[src/design/rcppm_pkg.sv]
// Shared constants, types and codes of the PPM frame generator.
`timescale 1ns / 1ps
package rcppm_pkg;

   localparam int CHANNELS      = 9;
   localparam int REPORT_FIELDS = 9;
   localparam int WIDTH_W       = 8;
   localparam int GAP_W         = 8;
   localparam int IDLE_W        = 12;
   localparam int TICK_W        = 12;
   localparam int SEGMENT_W     = 5;
   localparam int CSR_INDEX_W   = 1;
   localparam int CSR_DATA_W    = 12;

   // Internal segment index: 0 idle, odd gaps, even channel pulses.
   localparam int LAST_SEG  = 2 * CHANNELS + 1;
   localparam int SEG_W     = $clog2(LAST_SEG + 1);
   localparam int CH_IDX_W  = (CHANNELS > 1) ? $clog2(CHANNELS) : 1;

   localparam logic [GAP_W-1:0]   GAP_RESET   = GAP_W'(36);
   localparam logic [IDLE_W-1:0]  IDLE_RESET  = IDLE_W'(600);
   localparam logic [WIDTH_W-1:0] WIDTH_RESET = WIDTH_W'(1);

   // A zero width or zero gap lasts 256 ticks, one full wrap of an 8-bit field.
   localparam logic [TICK_W-1:0]  ZERO_WIDTH_TICKS = TICK_W'(256);

   typedef enum logic {
      OP_TICK   = 1'b0,
      OP_REPORT = 1'b1
   } op_type;

   typedef enum logic [CSR_INDEX_W-1:0] {
      CSR_GAP_TICKS  = 1'b0,
      CSR_IDLE_TICKS = 1'b1
   } csr_index_type;

   typedef logic [REPORT_FIELDS-1:0][WIDTH_W-1:0] report_widths_type;
   typedef logic [CHANNELS-1:0][WIDTH_W-1:0]      channel_widths_type;

   typedef struct packed {
      op_type            op;
      report_widths_type widths;
   } request_type;

   typedef struct packed {
      logic                 ppm_line;
      logic [SEGMENT_W-1:0] segment;
      logic                 frame_done;
   } result_type;

endpackage

[src/design/rcppm_req_if.sv]
// Request channel of the PPM frame generator: a tick or a channel report.
`timescale 1ns / 1ps
interface rcppm_req_if;
   import rcppm_pkg::*;

   logic               valid;
   logic               ready;
   logic               op;
   logic [WIDTH_W-1:0] ch1;
   logic [WIDTH_W-1:0] ch2;
   logic [WIDTH_W-1:0] ch3;
   logic [WIDTH_W-1:0] ch4;
   logic [WIDTH_W-1:0] ch5;
   logic [WIDTH_W-1:0] ch6;
   logic [WIDTH_W-1:0] ch7;
   logic [WIDTH_W-1:0] ch8;
   logic [WIDTH_W-1:0] ch9;

   modport source (
      output valid, op, ch1, ch2, ch3, ch4, ch5, ch6, ch7, ch8, ch9,
      input  ready
   );

   modport sink (
      input  valid, op, ch1, ch2, ch3, ch4, ch5, ch6, ch7, ch8, ch9,
      output ready
   );

endinterface

[src/design/rcppm_rsp_if.sv]
// Result channel of the PPM frame generator: line level and segment per request.
`timescale 1ns / 1ps
interface rcppm_rsp_if;
   import rcppm_pkg::*;

   logic                 valid;
   logic                 ready;
   logic                 ppm_line;
   logic [SEGMENT_W-1:0] segment;
   logic                 frame_done;

   modport source (
      output valid, ppm_line, segment, frame_done,
      input  ready
   );

   modport sink (
      input  valid, ppm_line, segment, frame_done,
      output ready
   );

endinterface

[src/design/rcppm_input_stage.sv]
// Input register of the PPM frame generator.
`timescale 1ns / 1ps
module rcppm_input_stage (
   input  logic                   clock,
   input  logic                   reset,
   rcppm_req_if.sink              req,
   input  logic                   advance,
   output logic                   item_valid,
   output rcppm_pkg::request_type item
);
   import rcppm_pkg::*;

   logic        valid_ff;
   logic        valid_in;
   request_type item_ff;
   request_type item_in;
   logic        take;

   // A new request enters when the register is empty or drains this cycle.
   assign req.ready = !valid_ff || advance;
   assign take      = req.valid && req.ready;

   always_comb begin
      valid_in = valid_ff;
      if (take) begin
         valid_in = 1'b1;
      end else if (advance) begin
         valid_in = 1'b0;
      end
   end

   always_comb begin
      item_in           = item_ff;
      if (take) begin
         item_in.op        = op_type'(req.op);
         item_in.widths[0] = req.ch1;
         item_in.widths[1] = req.ch2;
         item_in.widths[2] = req.ch3;
         item_in.widths[3] = req.ch4;
         item_in.widths[4] = req.ch5;
         item_in.widths[5] = req.ch6;
         item_in.widths[6] = req.ch7;
         item_in.widths[7] = req.ch8;
         item_in.widths[8] = req.ch9;
      end
   end

   always_ff @(posedge clock) begin
      if (reset) begin
         valid_ff <= 1'b0;
      end else begin
         valid_ff <= valid_in;
      end
   end

   always_ff @(posedge clock) begin
      item_ff <= item_in;
   end

   assign item_valid = valid_ff;
   assign item       = item_ff;

endmodule

[src/design/rcppm_frame_core.sv]
// Frame state, timing registers and next-result logic of the PPM generator.
`timescale 1ns / 1ps
module rcppm_frame_core (
   input  logic                                clock,
   input  logic                                reset,
   input  logic                                csr_write_enable,
   input  logic [rcppm_pkg::CSR_INDEX_W-1:0]   csr_index,
   input  logic [rcppm_pkg::CSR_DATA_W-1:0]    csr_write_data,
   input  logic                                fire,
   input  rcppm_pkg::request_type              item,
   output rcppm_pkg::result_type               result
);
   import rcppm_pkg::*;

   logic [GAP_W-1:0]   gap_ticks_ff;
   logic [GAP_W-1:0]   gap_ticks_in;
   logic [IDLE_W-1:0]  idle_ticks_ff;
   logic [IDLE_W-1:0]  idle_ticks_in;

   logic               enabled_ff;
   logic               enabled_in;
   logic               line_ff;
   logic               line_in;
   logic [SEG_W-1:0]   seg_ff;
   logic [SEG_W-1:0]   seg_in;
   logic [TICK_W-1:0]  tick_ff;
   logic [TICK_W-1:0]  tick_in;
   channel_widths_type widths_ff;
   channel_widths_type widths_in;
   channel_widths_type pending_ff;
   channel_widths_type pending_in;
   logic               pending_valid_ff;
   logic               pending_valid_in;

   logic [SEG_W-1:0]    seg_offset;
   logic [CH_IDX_W-1:0] ch_idx;
   logic [WIDTH_W-1:0]  ch_width;
   logic [TICK_W-1:0]   seg_len;
   logic [TICK_W-1:0]   tick_next;
   logic [SEG_W-1:0]    seg_next;
   logic                done;

   // Configuration writes; a new length applies from the next count compare.
   always_comb begin
      gap_ticks_in  = gap_ticks_ff;
      idle_ticks_in = idle_ticks_ff;
      if (csr_write_enable) begin
         case (csr_index_type'(csr_index))
            CSR_GAP_TICKS:  gap_ticks_in  = csr_write_data[GAP_W-1:0];
            CSR_IDLE_TICKS: idle_ticks_in = csr_write_data[IDLE_W-1:0];
            default: ;
         endcase
      end
   end

   // Channel pulse 2c+2 reads width c.
   assign seg_offset = seg_ff - SEG_W'(2);
   assign ch_idx     = CH_IDX_W'(seg_offset >> 1);
   assign ch_width   = widths_ff[ch_idx];

   always_comb begin
      if (seg_ff == '0) begin
         seg_len = (idle_ticks_ff == '0) ? TICK_W'(1) : TICK_W'(idle_ticks_ff);
      end else if (seg_ff[0]) begin
         seg_len = (gap_ticks_ff == '0) ? ZERO_WIDTH_TICKS : TICK_W'(gap_ticks_ff);
      end else begin
         seg_len = (ch_width == '0) ? ZERO_WIDTH_TICKS : TICK_W'(ch_width);
      end
   end

   assign tick_next = tick_ff + TICK_W'(1);
   assign seg_next  = seg_ff + SEG_W'(1);

   always_comb begin
      enabled_in       = enabled_ff;
      line_in          = line_ff;
      seg_in           = seg_ff;
      tick_in          = tick_ff;
      widths_in        = widths_ff;
      pending_in       = pending_ff;
      pending_valid_in = pending_valid_ff;
      done             = 1'b0;

      if (fire) begin
         if (item.op == OP_REPORT) begin
            for (int i = 0; i < CHANNELS; i++) begin
               if (i < REPORT_FIELDS) begin
                  pending_in[i] = item.widths[i];
               end
            end
            pending_valid_in = 1'b1;
            enabled_in       = 1'b1;
         end else if (enabled_ff) begin
            if (tick_next < seg_len) begin
               tick_in = tick_next;
            end else begin
               tick_in = '0;
               if (seg_ff >= SEG_W'(LAST_SEG)) begin
                  seg_in  = '0;
                  line_in = 1'b1;
                  done    = 1'b1;
               end else begin
                  seg_in  = seg_next;
                  line_in = !seg_next[0];
                  // New widths take effect as the frame leaves idle.
                  if (seg_next == SEG_W'(1) && pending_valid_ff) begin
                     widths_in        = pending_ff;
                     pending_valid_in = 1'b0;
                  end
               end
            end
         end
      end
   end

   always_ff @(posedge clock) begin
      if (reset) begin
         gap_ticks_ff     <= GAP_RESET;
         idle_ticks_ff    <= IDLE_RESET;
         enabled_ff       <= 1'b0;
         line_ff          <= 1'b0;
         seg_ff           <= '0;
         tick_ff          <= '0;
         widths_ff        <= {CHANNELS{WIDTH_RESET}};
         pending_ff       <= {CHANNELS{WIDTH_RESET}};
         pending_valid_ff <= 1'b0;
      end else begin
         gap_ticks_ff     <= gap_ticks_in;
         idle_ticks_ff    <= idle_ticks_in;
         enabled_ff       <= enabled_in;
         line_ff          <= line_in;
         seg_ff           <= seg_in;
         tick_ff          <= tick_in;
         widths_ff        <= widths_in;
         pending_ff       <= pending_in;
         pending_valid_ff <= pending_valid_in;
      end
   end

   assign result.ppm_line   = line_in;
   assign result.segment    = SEGMENT_W'(seg_in);
   assign result.frame_done = done;

endmodule

[src/design/rcppm_output_stage.sv]
// Result register of the PPM frame generator.
`timescale 1ns / 1ps
module rcppm_output_stage (
   input  logic                  clock,
   input  logic                  reset,
   input  logic                  fire,
   input  rcppm_pkg::result_type result,
   output logic                  advance,
   rcppm_rsp_if.source           rsp
);
   import rcppm_pkg::*;

   logic       valid_ff;
   logic       valid_in;
   result_type result_ff;
   result_type result_in;

   // The register can take a new result when empty or being read out.
   assign advance = !valid_ff || rsp.ready;

   always_comb begin
      valid_in  = valid_ff;
      result_in = result_ff;
      if (fire) begin
         valid_in  = 1'b1;
         result_in = result;
      end else if (rsp.ready) begin
         valid_in = 1'b0;
      end
   end

   always_ff @(posedge clock) begin
      if (reset) begin
         valid_ff <= 1'b0;
      end else begin
         valid_ff <= valid_in;
      end
   end

   always_ff @(posedge clock) begin
      result_ff <= result_in;
   end

   assign rsp.valid      = valid_ff;
   assign rsp.ppm_line   = result_ff.ppm_line;
   assign rsp.segment    = result_ff.segment;
   assign rsp.frame_done = result_ff.frame_done;

endmodule

[src/design/rc_ppm_frame_generator_unit.sv]
// A request's result is held in the result register after it passes the input
// register and the frame core; a stall on the result side holds it there.
// Throughput: one request per cycle unless the result side stalls; the frame
// counter compare and segment step between input and result register set that rate.
// Reset (synchronous, active high): generator disabled, line low, idle segment,
// all channel widths 1, gap 36 ticks, idle 600 ticks, both stages empty.
`timescale 1ns / 1ps
module rc_ppm_frame_generator_unit (
   input  logic                              clock,
   input  logic                              reset,
   rcppm_req_if.sink                         req,
   rcppm_rsp_if.source                       rsp,
   input  logic                              csr_write_enable,
   input  logic [rcppm_pkg::CSR_INDEX_W-1:0] csr_index,
   input  logic [rcppm_pkg::CSR_DATA_W-1:0]  csr_write_data
);
   import rcppm_pkg::*;

   logic        advance;
   logic        item_valid;
   logic        fire;
   request_type item;
   result_type  result;

   assign fire = item_valid && advance;

   rcppm_input_stage u_input_stage (
      .clock      (clock),
      .reset      (reset),
      .req        (req),
      .advance    (advance),
      .item_valid (item_valid),
      .item       (item)
   );

   rcppm_frame_core u_frame_core (
      .clock            (clock),
      .reset            (reset),
      .csr_write_enable (csr_write_enable),
      .csr_index        (csr_index),
      .csr_write_data   (csr_write_data),
      .fire             (fire),
      .item             (item),
      .result           (result)
   );

   rcppm_output_stage u_output_stage (
      .clock   (clock),
      .reset   (reset),
      .fire    (fire),
      .result  (result),
      .advance (advance),
      .rsp     (rsp)
   );

endmodule
[src/flat_wrapper.sv]
// flat-port wrapper written by rule: the top's interface ports become plain ports
module rc_ppm_frame_generator_unit_flat import rcppm_pkg::*;
  (clock, reset, csr_write_enable, csr_index, csr_write_data, req_valid, req_op, req_ch1, req_ch2, req_ch3, req_ch4, req_ch5, req_ch6, req_ch7, req_ch8, req_ch9, req_ready, rsp_valid, rsp_ppm_line, rsp_segment, rsp_frame_done, rsp_ready);
  rcppm_req_if req_i ();
  rcppm_rsp_if rsp_i ();
  input  logic clock;
  input  logic reset;
  input  logic csr_write_enable;
  input  logic [rcppm_pkg::CSR_INDEX_W-1:0] csr_index;
  input  logic [rcppm_pkg::CSR_DATA_W-1:0] csr_write_data;
  input wire logic [$bits(req_i.valid)-1:0] req_valid;
  input wire logic [$bits(req_i.op)-1:0] req_op;
  input wire logic [$bits(req_i.ch1)-1:0] req_ch1;
  input wire logic [$bits(req_i.ch2)-1:0] req_ch2;
  input wire logic [$bits(req_i.ch3)-1:0] req_ch3;
  input wire logic [$bits(req_i.ch4)-1:0] req_ch4;
  input wire logic [$bits(req_i.ch5)-1:0] req_ch5;
  input wire logic [$bits(req_i.ch6)-1:0] req_ch6;
  input wire logic [$bits(req_i.ch7)-1:0] req_ch7;
  input wire logic [$bits(req_i.ch8)-1:0] req_ch8;
  input wire logic [$bits(req_i.ch9)-1:0] req_ch9;
  output wire logic [$bits(req_i.ready)-1:0] req_ready;
  output wire logic [$bits(rsp_i.valid)-1:0] rsp_valid;
  output wire logic [$bits(rsp_i.ppm_line)-1:0] rsp_ppm_line;
  output wire logic [$bits(rsp_i.segment)-1:0] rsp_segment;
  output wire logic [$bits(rsp_i.frame_done)-1:0] rsp_frame_done;
  input wire logic [$bits(rsp_i.ready)-1:0] rsp_ready;
  assign req_i.valid = req_valid;
  assign req_i.op = req_op;
  assign req_i.ch1 = req_ch1;
  assign req_i.ch2 = req_ch2;
  assign req_i.ch3 = req_ch3;
  assign req_i.ch4 = req_ch4;
  assign req_i.ch5 = req_ch5;
  assign req_i.ch6 = req_ch6;
  assign req_i.ch7 = req_ch7;
  assign req_i.ch8 = req_ch8;
  assign req_i.ch9 = req_ch9;
  assign req_ready = req_i.ready;
  assign rsp_valid = rsp_i.valid;
  assign rsp_ppm_line = rsp_i.ppm_line;
  assign rsp_segment = rsp_i.segment;
  assign rsp_frame_done = rsp_i.frame_done;
  assign rsp_i.ready = rsp_ready;
  rc_ppm_frame_generator_unit u_core (.clock(clock), .reset(reset), .req(req_i), .rsp(rsp_i), .csr_write_enable(csr_write_enable), .csr_index(csr_index), .csr_write_data(csr_write_data));
endmodule
[config.mk]
export PLATFORM = sky130hd
export DESIGN_NAME = rc_ppm_frame_generator_unit_flat
export DESIGN_NICKNAME = d
export VERILOG_FILES = /design/src/design/rcppm_pkg.sv /design/src/design/rcppm_req_if.sv /design/src/design/rcppm_rsp_if.sv /design/src/design/rcppm_input_stage.sv /design/src/design/rcppm_frame_core.sv /design/src/design/rcppm_output_stage.sv /design/src/design/rc_ppm_frame_generator_unit.sv /design/src/flat_wrapper.sv
export SDC_FILE = /design/constraint.sdc
export NUM_CORES = 1
export LEC_CHECK = 0
export BUFFER_PORTS_ARGS = -buffer_cell sky130_fd_sc_hd__buf_2
export CAP_MARGIN = 20
export CELL_PAD_IN_SITES_DETAIL_PLACEMENT = 1
export CELL_PAD_IN_SITES_GLOBAL_PLACEMENT = 1
export CORE_ASPECT_RATIO = 1.1
export CORE_MARGIN = 2
export CORE_UTILIZATION = 42
export DETAILED_ROUTE_END_ITERATION = 16
export HOLD_SLACK_MARGIN = 0.15
export PLACE_DENSITY = 0.76
export SLEW_MARGIN = 25
export SYNTH_ARGS = -nofsm -noshare
export SYNTH_HDL_FRONTEND = slang
export SYNTH_SLANG_ARGS = --single-unit
export TNS_END_PERCENT = 100
[constraint.sdc]
create_clock -name clock -period 5 [get_ports clock]
set_input_delay 0 -clock clock [delete_from_list [all_inputs] [get_ports clock]]
set_output_delay 0 -clock clock [all_outputs]
set_load 0.005 [all_outputs]
==> flow_metrics.env, run 1 <==
export IMPL_status="finished clean"
export IMPL_pwr_share_clk_pct=46.3
export IMPL_grt_max_degree=138
export IMPL_synth_top_family_by_area="simple AND/OR/NAND/NOR gates"
export IMPL_async_flop_share_pct=0
export IMPL_synth_xor_area_share_pct=1.071
export IMPL_area_growth_pct=30.07
export IMPL_worstHoldStart="req_ch8[1]"
export IMPL_clockBufferDepth=3
export IMPL_cts_sinks=266
export IMPL_wl_per_cell_um=18.61
export IMPL_synth_nets=1147
export IMPL_dp_cells=1404
export IMPL_drv_slew=0
export IMPL_slew_headroom_pct=34.69
export IMPL_endpoint_kind="flop"
export IMPL_drv_cap=0
export IMPL_core_um2=25110
export IMPL_hpwl_um=16680
export IMPL_timing_rr_start="u_core.u_frame_core.seg_ff[1]"
export IMPL_crit_start="u_core.u_frame_core.seg_ff[1]"
export IMPL_stdcell_area_um2=13830
export IMPL_die_w_um=155.7
export IMPL_clock_root_buffer="clkbuf_16"
export IMPL_pwr_share_comb_pct=6.3
export IMPL_syn_inst=1039
export IMPL_first_pass_iters=6
export IMPL_globalplace_congestion=0.8512
export IMPL_worstHoldPathCells=2
export IMPL_drive_gt1_share_pct=15.61
export IMPL_synth_top_flop_cell="dfxtp_1"
export IMPL_arrival_ps=5000
export IMPL_skew_ps=13.29
export IMPL_finish_utilization_pct=55.08
export IMPL_period_needed_ps=4592
export IMPL_finalSetupTns_ps=0
export IMPL_port_buffers=99
export IMPL_grt_setup_unrepaired="no"
export IMPL_vias_per_cell=5.209
export IMPL_die_height_um=170.9
export IMPL_p_int_w=0.003819
export IMPL_fmax_mhz=217.8
export IMPL_whs_endpoint="u_core.u_input_stage.item[57]"
export IMPL_worst_setup_path_start_kind="flop"
export IMPL_timing_rr_end="u_core.u_frame_core.widths_ff[8]"
export IMPL_yosysUniqueCellTypes=53
export IMPL_initial_utilization_pct=42.35
export IMPL_layout_nets=1367
export IMPL_syn_avg_cell_area_um2=10.23
export IMPL_worst_slew_pin_slew_ps=979.7
export IMPL_leakagePower_nw=5.687
export IMPL_antenna_found_initial=0
export IMPL_crit_type="reg -> reg"
export IMPL_grt_pass1_wl_um=48130
export IMPL_clk_pin_slew_ps=60
export IMPL_setup_violations=0
export IMPL_antenna_left=0
export IMPL_synth_edf_count=80
export IMPL_peakVddDrop_mv=0.2819
export IMPL_dpl_instance_area_um2=11370
export IMPL_synth_most_common_cell="nand2_1"
export IMPL_clk_insertion_delay_late_ps=540
export IMPL_io_pins=100
export IMPL_final_cells=1596
export IMPL_synthAdderAreaFrac_pct=2.000
export IMPL_synth_compound_area_share_pct=8.483
export IMPL_worstPathMaxFanout=37
export IMPL_ys_top_cells_by_count="nand2_1 (214), dfxtp_1 (186), nor2_1 (105)"
export IMPL_muxShareOfSynthArea_pct=9.813
export IMPL_period_share_pct=91.85
export IMPL_p_sw_w=0.001101
export IMPL_reg2reg_slack_ps=410
export IMPL_drc=0
export IMPL_grt_usage_pct=22.75
export IMPL_n_antenna_cell=0
export IMPL_cp_required_ps=5410
export IMPL_post_cts_buffers=0
export IMPL_cts_htree_levels=1
export IMPL_ys_warn_count=0
export IMPL_synth_seq_cells=266
export IMPL_reg2reg_depth=18
export IMPL_p_seq_share_pct=47.4
export IMPL_num_vias=8314
export IMPL_synth_area_leaders="dfxtp_1 (35%), edfxtp_1 (23%), nand2_1 (7.6%), mux2i_1 (6.2%), a21oi_1 (4.9%)"
export IMPL_n_fill_cell=2719
export IMPL_yosysTopAreaCellShare_pct=35.02
export IMPL_final_hold_viol_count=0
export IMPL_design_power_total_w=0.004920
export IMPL_yosysTopAreaCell="dfxtp_1"
export IMPL_rows=61
export IMPL_drt_wl_total_um=29700
export IMPL_grt_ovfl_total=0
export IMPL_ys_seq_area_share_pct=57.61
export IMPL_cts_tree="built"
export IMPL_drt_iter0_drc=428
export IMPL_die_area_um2=26610
export IMPL_min_path_type="in -> reg"
export IMPL_power_density_nw_per_um2=355.7
export IMPL_numCtsBuffers=29
export IMPL_synth_simple_area_share_pct=17.71
export IMPL_grt_pass1_vias=9119
export IMPL_synth_area_um2=10630
export IMPL_swShare_pct=22.37
-- layer usage --
| metal | wire (um) | up-vias | track usage, % |
|---|---|---|---|
| met5 | 0 | - | 0 |
| met1 | 12170 | 4033 | 26.50 |
| met3 | 1055 | 70 | 3.394 |
| li1 | - | 4033 | - |
| met4 | 840 | 0 | 6.741 |
| met2 | 15630 | 178 | 43.06 |
-- cells by family (layout without fill, tap and decap cells) --
kind of cell | after synthesis | in the layout
and+or+nand+nor | 428 | 428
DFF | 266 | 266
AOI/OAI and AO/OA | 158 | 158
muxes | 84 | 84
buffers and inverters | 73 | 315
adders and majority gates | 17 | 17
xor gates and xnor gates | 13 | 13
-- what timing repair did --
action                                  in CTS  in global routing
endpoints found under the setup margin       0                 81
gates resized for setup                      0                  5
hold buffers                               138                  0
endpoints found under the hold margin      213                  0
-- registers in the layout, summed over array words and instances, names as in the netlist, 5 cells and up --
signal	cells
u_core.u_frame_core.pending_ff	72
u_core.u_frame_core.gap_ticks_ff	8
u_core.u_input_stage.item	73
u_core.u_frame_core.seg_ff	5
u_core.u_frame_core.idle_ticks_ff	12
u_core.u_output_stage.rsp.segment	5
u_core.u_frame_core.tick_ff	12
u_core.u_frame_core.widths_ff	72
-- worst max-delay path by stage --
| stage | slack [ps] | to | cells after the start |
|---|---|---|---|
| finish | 410 | u_core.u_frame_core.widths_ff[8] | 18 |
| global route | 70 | u_core.u_frame_core.seg_ff[4] | 18 |
| CTS | 70 | u_core.u_frame_core.widths_ff[13] | 16 |
| detailed placement | 160 | u_core.u_frame_core.seg_ff[2] | 15 |
| global placement | 340 | u_core.u_frame_core.seg_ff[2] | 15 |
| floorplan | 60 | u_core.u_output_stage.rsp.segment[3] | 20 |
-- layout make-up --
| class | instances | area, um^2 | share of cell area [%] |
|---|---|---|---|
| Multi-Input combinational cell | 700 | 4185 | 30.26 |
| Clock buffer | 38 | 862.1 | 6.232 |
| Timing Repair Buffer | 255 | 2067 | 14.94 |
| Tap cell | 315 | 394.1 | 2.849 |
| Sequential cell | 266 | 6126 | 44.29 |
| Clock inverter | 15 | 171.4 | 1.239 |
| Inverter | 7 | 26.28 | 0.1900 |
-- power by group through the flow --
stage	registers [W]	logic (W)	clock network, W
6_report	0.00233	0.000310	0.00228
5_1_grt	0.00234	0.000344	0.00241
4_1_cts	0.00233	0.000297	0.00229
3_5_place_dp	0.00238	0.000215	0
3_3_place_gp	0.00237	0.000207	0
2_1_floorplan	0.00236	0.000133	0
-- stage by stage --
stage	setup slack (ps)	hold WS [ps]
floorplan	55.11	98.87
global placement	339.5	177.4
detailed placement	160.5	178.3
CTS	69.57	150.2
global route	67.64	156.5
finish	407.7	164.7
-- cell usage in the layout, fill, tap and decap left out, types with 4 or more instances in the layout --
cell type      instances
nand2_1              213
dfxtp_1              186
dlygate4sd3_1        138
nor2_1               104
a21oi_1              104
buf_2                 98
edfxtp_1              80
mux2i_1               66
clkbuf_16             31
nor2b_1               23
o21ai_0               23
nor3_1                20
nand3b_1              17
mux4_2                16
ha_1                  16
buf_4                 14
nand3_1               11
and2_1                 8
nor4_1                 8
inv_1                  7
xor2_1                 7
clkinv_2               7
xnor2_1                6
clkbuf_8               6
nand4_1                5
nand2b_1               4
-- critical path, stage by stage, from the launching register on --
cell	delay [ps]
dfxtp_1	350
inv_1	80
ha_2	450
buf_4	200
buf_4	130
mux4_2	300
nor2b_1	190
nor4_1	310
o21ai_0	190
o21ai_0	150
ha_1	210
a21oi_1	80
a2111o_1	440
a211o_1	290
o221ai_2	220
nand3_4	270
buf_12	280
nor3_1	210
a21oi_1	90
Note: power is estimated with default switching activity, not from simulation.
==> run 2, diff against run 1 <==
Settings changed: CORE_ASPECT_RATIO 1.1 to unset.
==> flow_metrics.env, run 2 (synthesis gave the netlist of run 1 again) <==
export IMPL_cts_tree="built"
export IMPL_initial_utilization_pct=42.47
export IMPL_cp_endpoint="u_core.u_frame_core.tick_ff[5]"
export IMPL_hpwl_um=16600
export IMPL_clockBufferDepth=3
export IMPL_timing_rr_end="u_core.u_frame_core.tick_ff[5]"
export IMPL_clk_pin_slew_ps=60
export IMPL_area_growth_pct=33.52
export IMPL_antenna_left=0
export IMPL_status="finished clean"
export IMPL_die_area_um2=26610
export IMPL_design_power_total_w=0.004887
export IMPL_layout_setup_ws_ps=317.7
export IMPL_grt_setup_unrepaired="no"
export IMPL_crit_type="reg -> reg"
export IMPL_register_area_um2=6126
export IMPL_drt_wl_total_um=30380
export IMPL_reg2reg_depth=18
export IMPL_peakVddDrop_mv=0.2873
export IMPL_die_w_um=163.1
export IMPL_drc=0
export IMPL_grt_ovfl_total=0
export IMPL_first_pass_iters=5
export IMPL_grt_pass1_wl_um=48040
export IMPL_cts_sinks=266
export IMPL_final_cell_mix="nand2_1 (213), dfxtp_1 (186), dlygate4sd3_1 (174), a21oi_1 (104), nor2_1 (103)"
export IMPL_setup_violations=0
export IMPL_drive_gt1_share_pct=14.58
export IMPL_largest_register_ffs=73
export IMPL_worst_slew_pin_slew_ps=970.3
export IMPL_p_seq_share_pct=47.8
export IMPL_cts_htree_levels=1
export IMPL_endpoint_kind="flop"
export IMPL_period_needed_ps=4682
export IMPL_numCtsBuffers=29
export IMPL_clock_root_buffer="clkbuf_16"
export IMPL_drt_iter0_drc=526
export IMPL_final_hold_viol_count=0
export IMPL_arrival_ps=5100
export IMPL_worstPathMaxFanout=18
export IMPL_slew_headroom_pct=35.31
export IMPL_core_um2=25040
export IMPL_io_pins=100
export IMPL_clk_insertion_delay_late_ps=560
export IMPL_mostFrequentLayoutCell="nand2_1"
export IMPL_worst_setup_path_start_kind="flop"
export IMPL_drv_cap=0
export IMPL_p_int_w=0.003799
export IMPL_crit_start="u_core.u_frame_core.seg_ff[1]"
export IMPL_num_vias=8595
export IMPL_period_share_pct=93.65
export IMPL_globalplace_congestion=0.8092
export IMPL_min_path_type="in -> reg"
export IMPL_power_density_nw_per_um2=344.2
export IMPL_p_sw_w=0.001088
export IMPL_skew_ps=14.68
export IMPL_grt_usage_pct=22.55
export IMPL_reg2reg_slack_ps=320
export IMPL_place_ws_ps=-44.31
export IMPL_rows=58
export IMPL_layout_nets=1402
export IMPL_grt_max_degree=131
export IMPL_swShare_pct=22.27
export IMPL_antenna_found_initial=1
export IMPL_pwr_share_clk_pct=45.5
export IMPL_n_fill_cell=2686
export IMPL_drv_slew=0
export IMPL_wl_per_cell_um=18.43
export IMPL_pwr_share_comb_pct=6.8
export IMPL_post_cts_buffers=0
export IMPL_grt_pass1_vias=9146
export IMPL_fmax_mhz=213.6
export IMPL_port_buffers=99
export IMPL_timing_rr_start="u_core.u_frame_core.seg_ff[1]"
export IMPL_multi_input_area_um2=4197
export IMPL_cp_required_ps=5420
export IMPL_leakagePower_nw=5.810
export IMPL_die_height_um=163.1
export IMPL_vias_per_cell=5.215
==> run 2: cell types whose count changed in the layout (fill, tap and decap cells not counted), sizes merged <==
cell         before  now
bufinv            3    4
buf             117  116
diode             0    1
clkinvlp          2    0
clkinv            9   11
dlygate4sd3     138  174
==> run 2: through the flow <==
step / utilization [%] / cell area [um^2] / setup TNS (ps) / hold slack [ps] / instances
floorplan: - / 10640 / 0 / 98.87 / 1039
global placement: 45.58 / 11410 / 0 / 178.0 / 1418
detailed placement: 45.58 / 11410 / -44.31 / 178.3 / 1418
CTS: 56.43 / 14130 / 0 / 150.5 / 1644
global route: 56.71 / 14200 / 0 / 159.9 / 1648
finish: 56.71 / 14200 / 0 / 162.6 / 1648
==> run 2: worst min path at each step <==
stage | depth (start not counted) | slack (ps) | start | to
after global routing | 2 | 160 | req_ch5[7] | u_core.u_input_stage.item[39]
after CTS | 2 | 150 | req_ch2[7] | u_core.u_input_stage.item[15]
after floorplan | 0 | 100 | req_ch1[0] | u_core.u_input_stage.item[0]
final | 2 | 160 | req_ch5[7] | u_core.u_input_stage.item[39]
after global placement | 1 | 180 | req_ch7[7] | u_core.u_input_stage.item[55]
after detailed placement | 1 | 180 | req_ch1[1] | u_core.u_input_stage.item[1]
==> run 2: area by class of cell <==
| type | count | share of cell area [%] |
|---|---|---|
| flip-flops and latches | 266 | 43.14 |
| multi-input cells | 700 | 29.56 |
| repair buffers | 290 | 17.19 |
| clock buffers | 38 | 5.631 |
| well taps | 330 | 2.908 |
| clock inverters | 16 | 1.366 |
| inverters | 7 | 0.1851 |
| diodes | 1 | 0.01762 |
==> run 2: worst max-delay path: stages (launching register included) <==
cell and delay (ps):
dfxtp_1 370, inv_1 80, ha_1 330, buf_12 180, mux4_2 290, nor2b_1 150, a2111oi_2 480, nand4_1 170
o31a_1 270, ha_1 280, nand4_1 120, a2111o_1 360, a211o_1 330, o221ai_4 350, buf_4 260, buf_4 150
o21ai_0 90, a22oi_1 210, nor2_1 50
==> run 2: power by group through the flow <==
stage | clock network, W | registers (W) | logic, W
after floorplan | 0 | 0.00236 | 0.000133
after global placement | 0 | 0.00237 | 0.000208
after detailed placement | 0 | 0.00238 | 0.000216
after CTS | 0.00224 | 0.00233 | 0.000317
after global routing | 0.00235 | 0.00234 | 0.000365
final | 0.00222 | 0.00233 | 0.000331
==> run 2: routing by layer <==
metal | wire length [um] | track usage, % | vias up
li1 | - | - | 4113
met1 | 12710 | 27.32 | 4239
met4 | 853 | 5.994 | 0
met2 | 15820 | 41.81 | 176
met5 | 0 | 0 | -
met3 | 990 | 3.200 | 67
==> run 2: what timing repair did <==
item	in CTS	in global routing
endpoints found under the hold margin	191	2
endpoints found under the setup margin	3	87
resized for setup	1	4
pin swaps	0	0
hold buffers	172	2
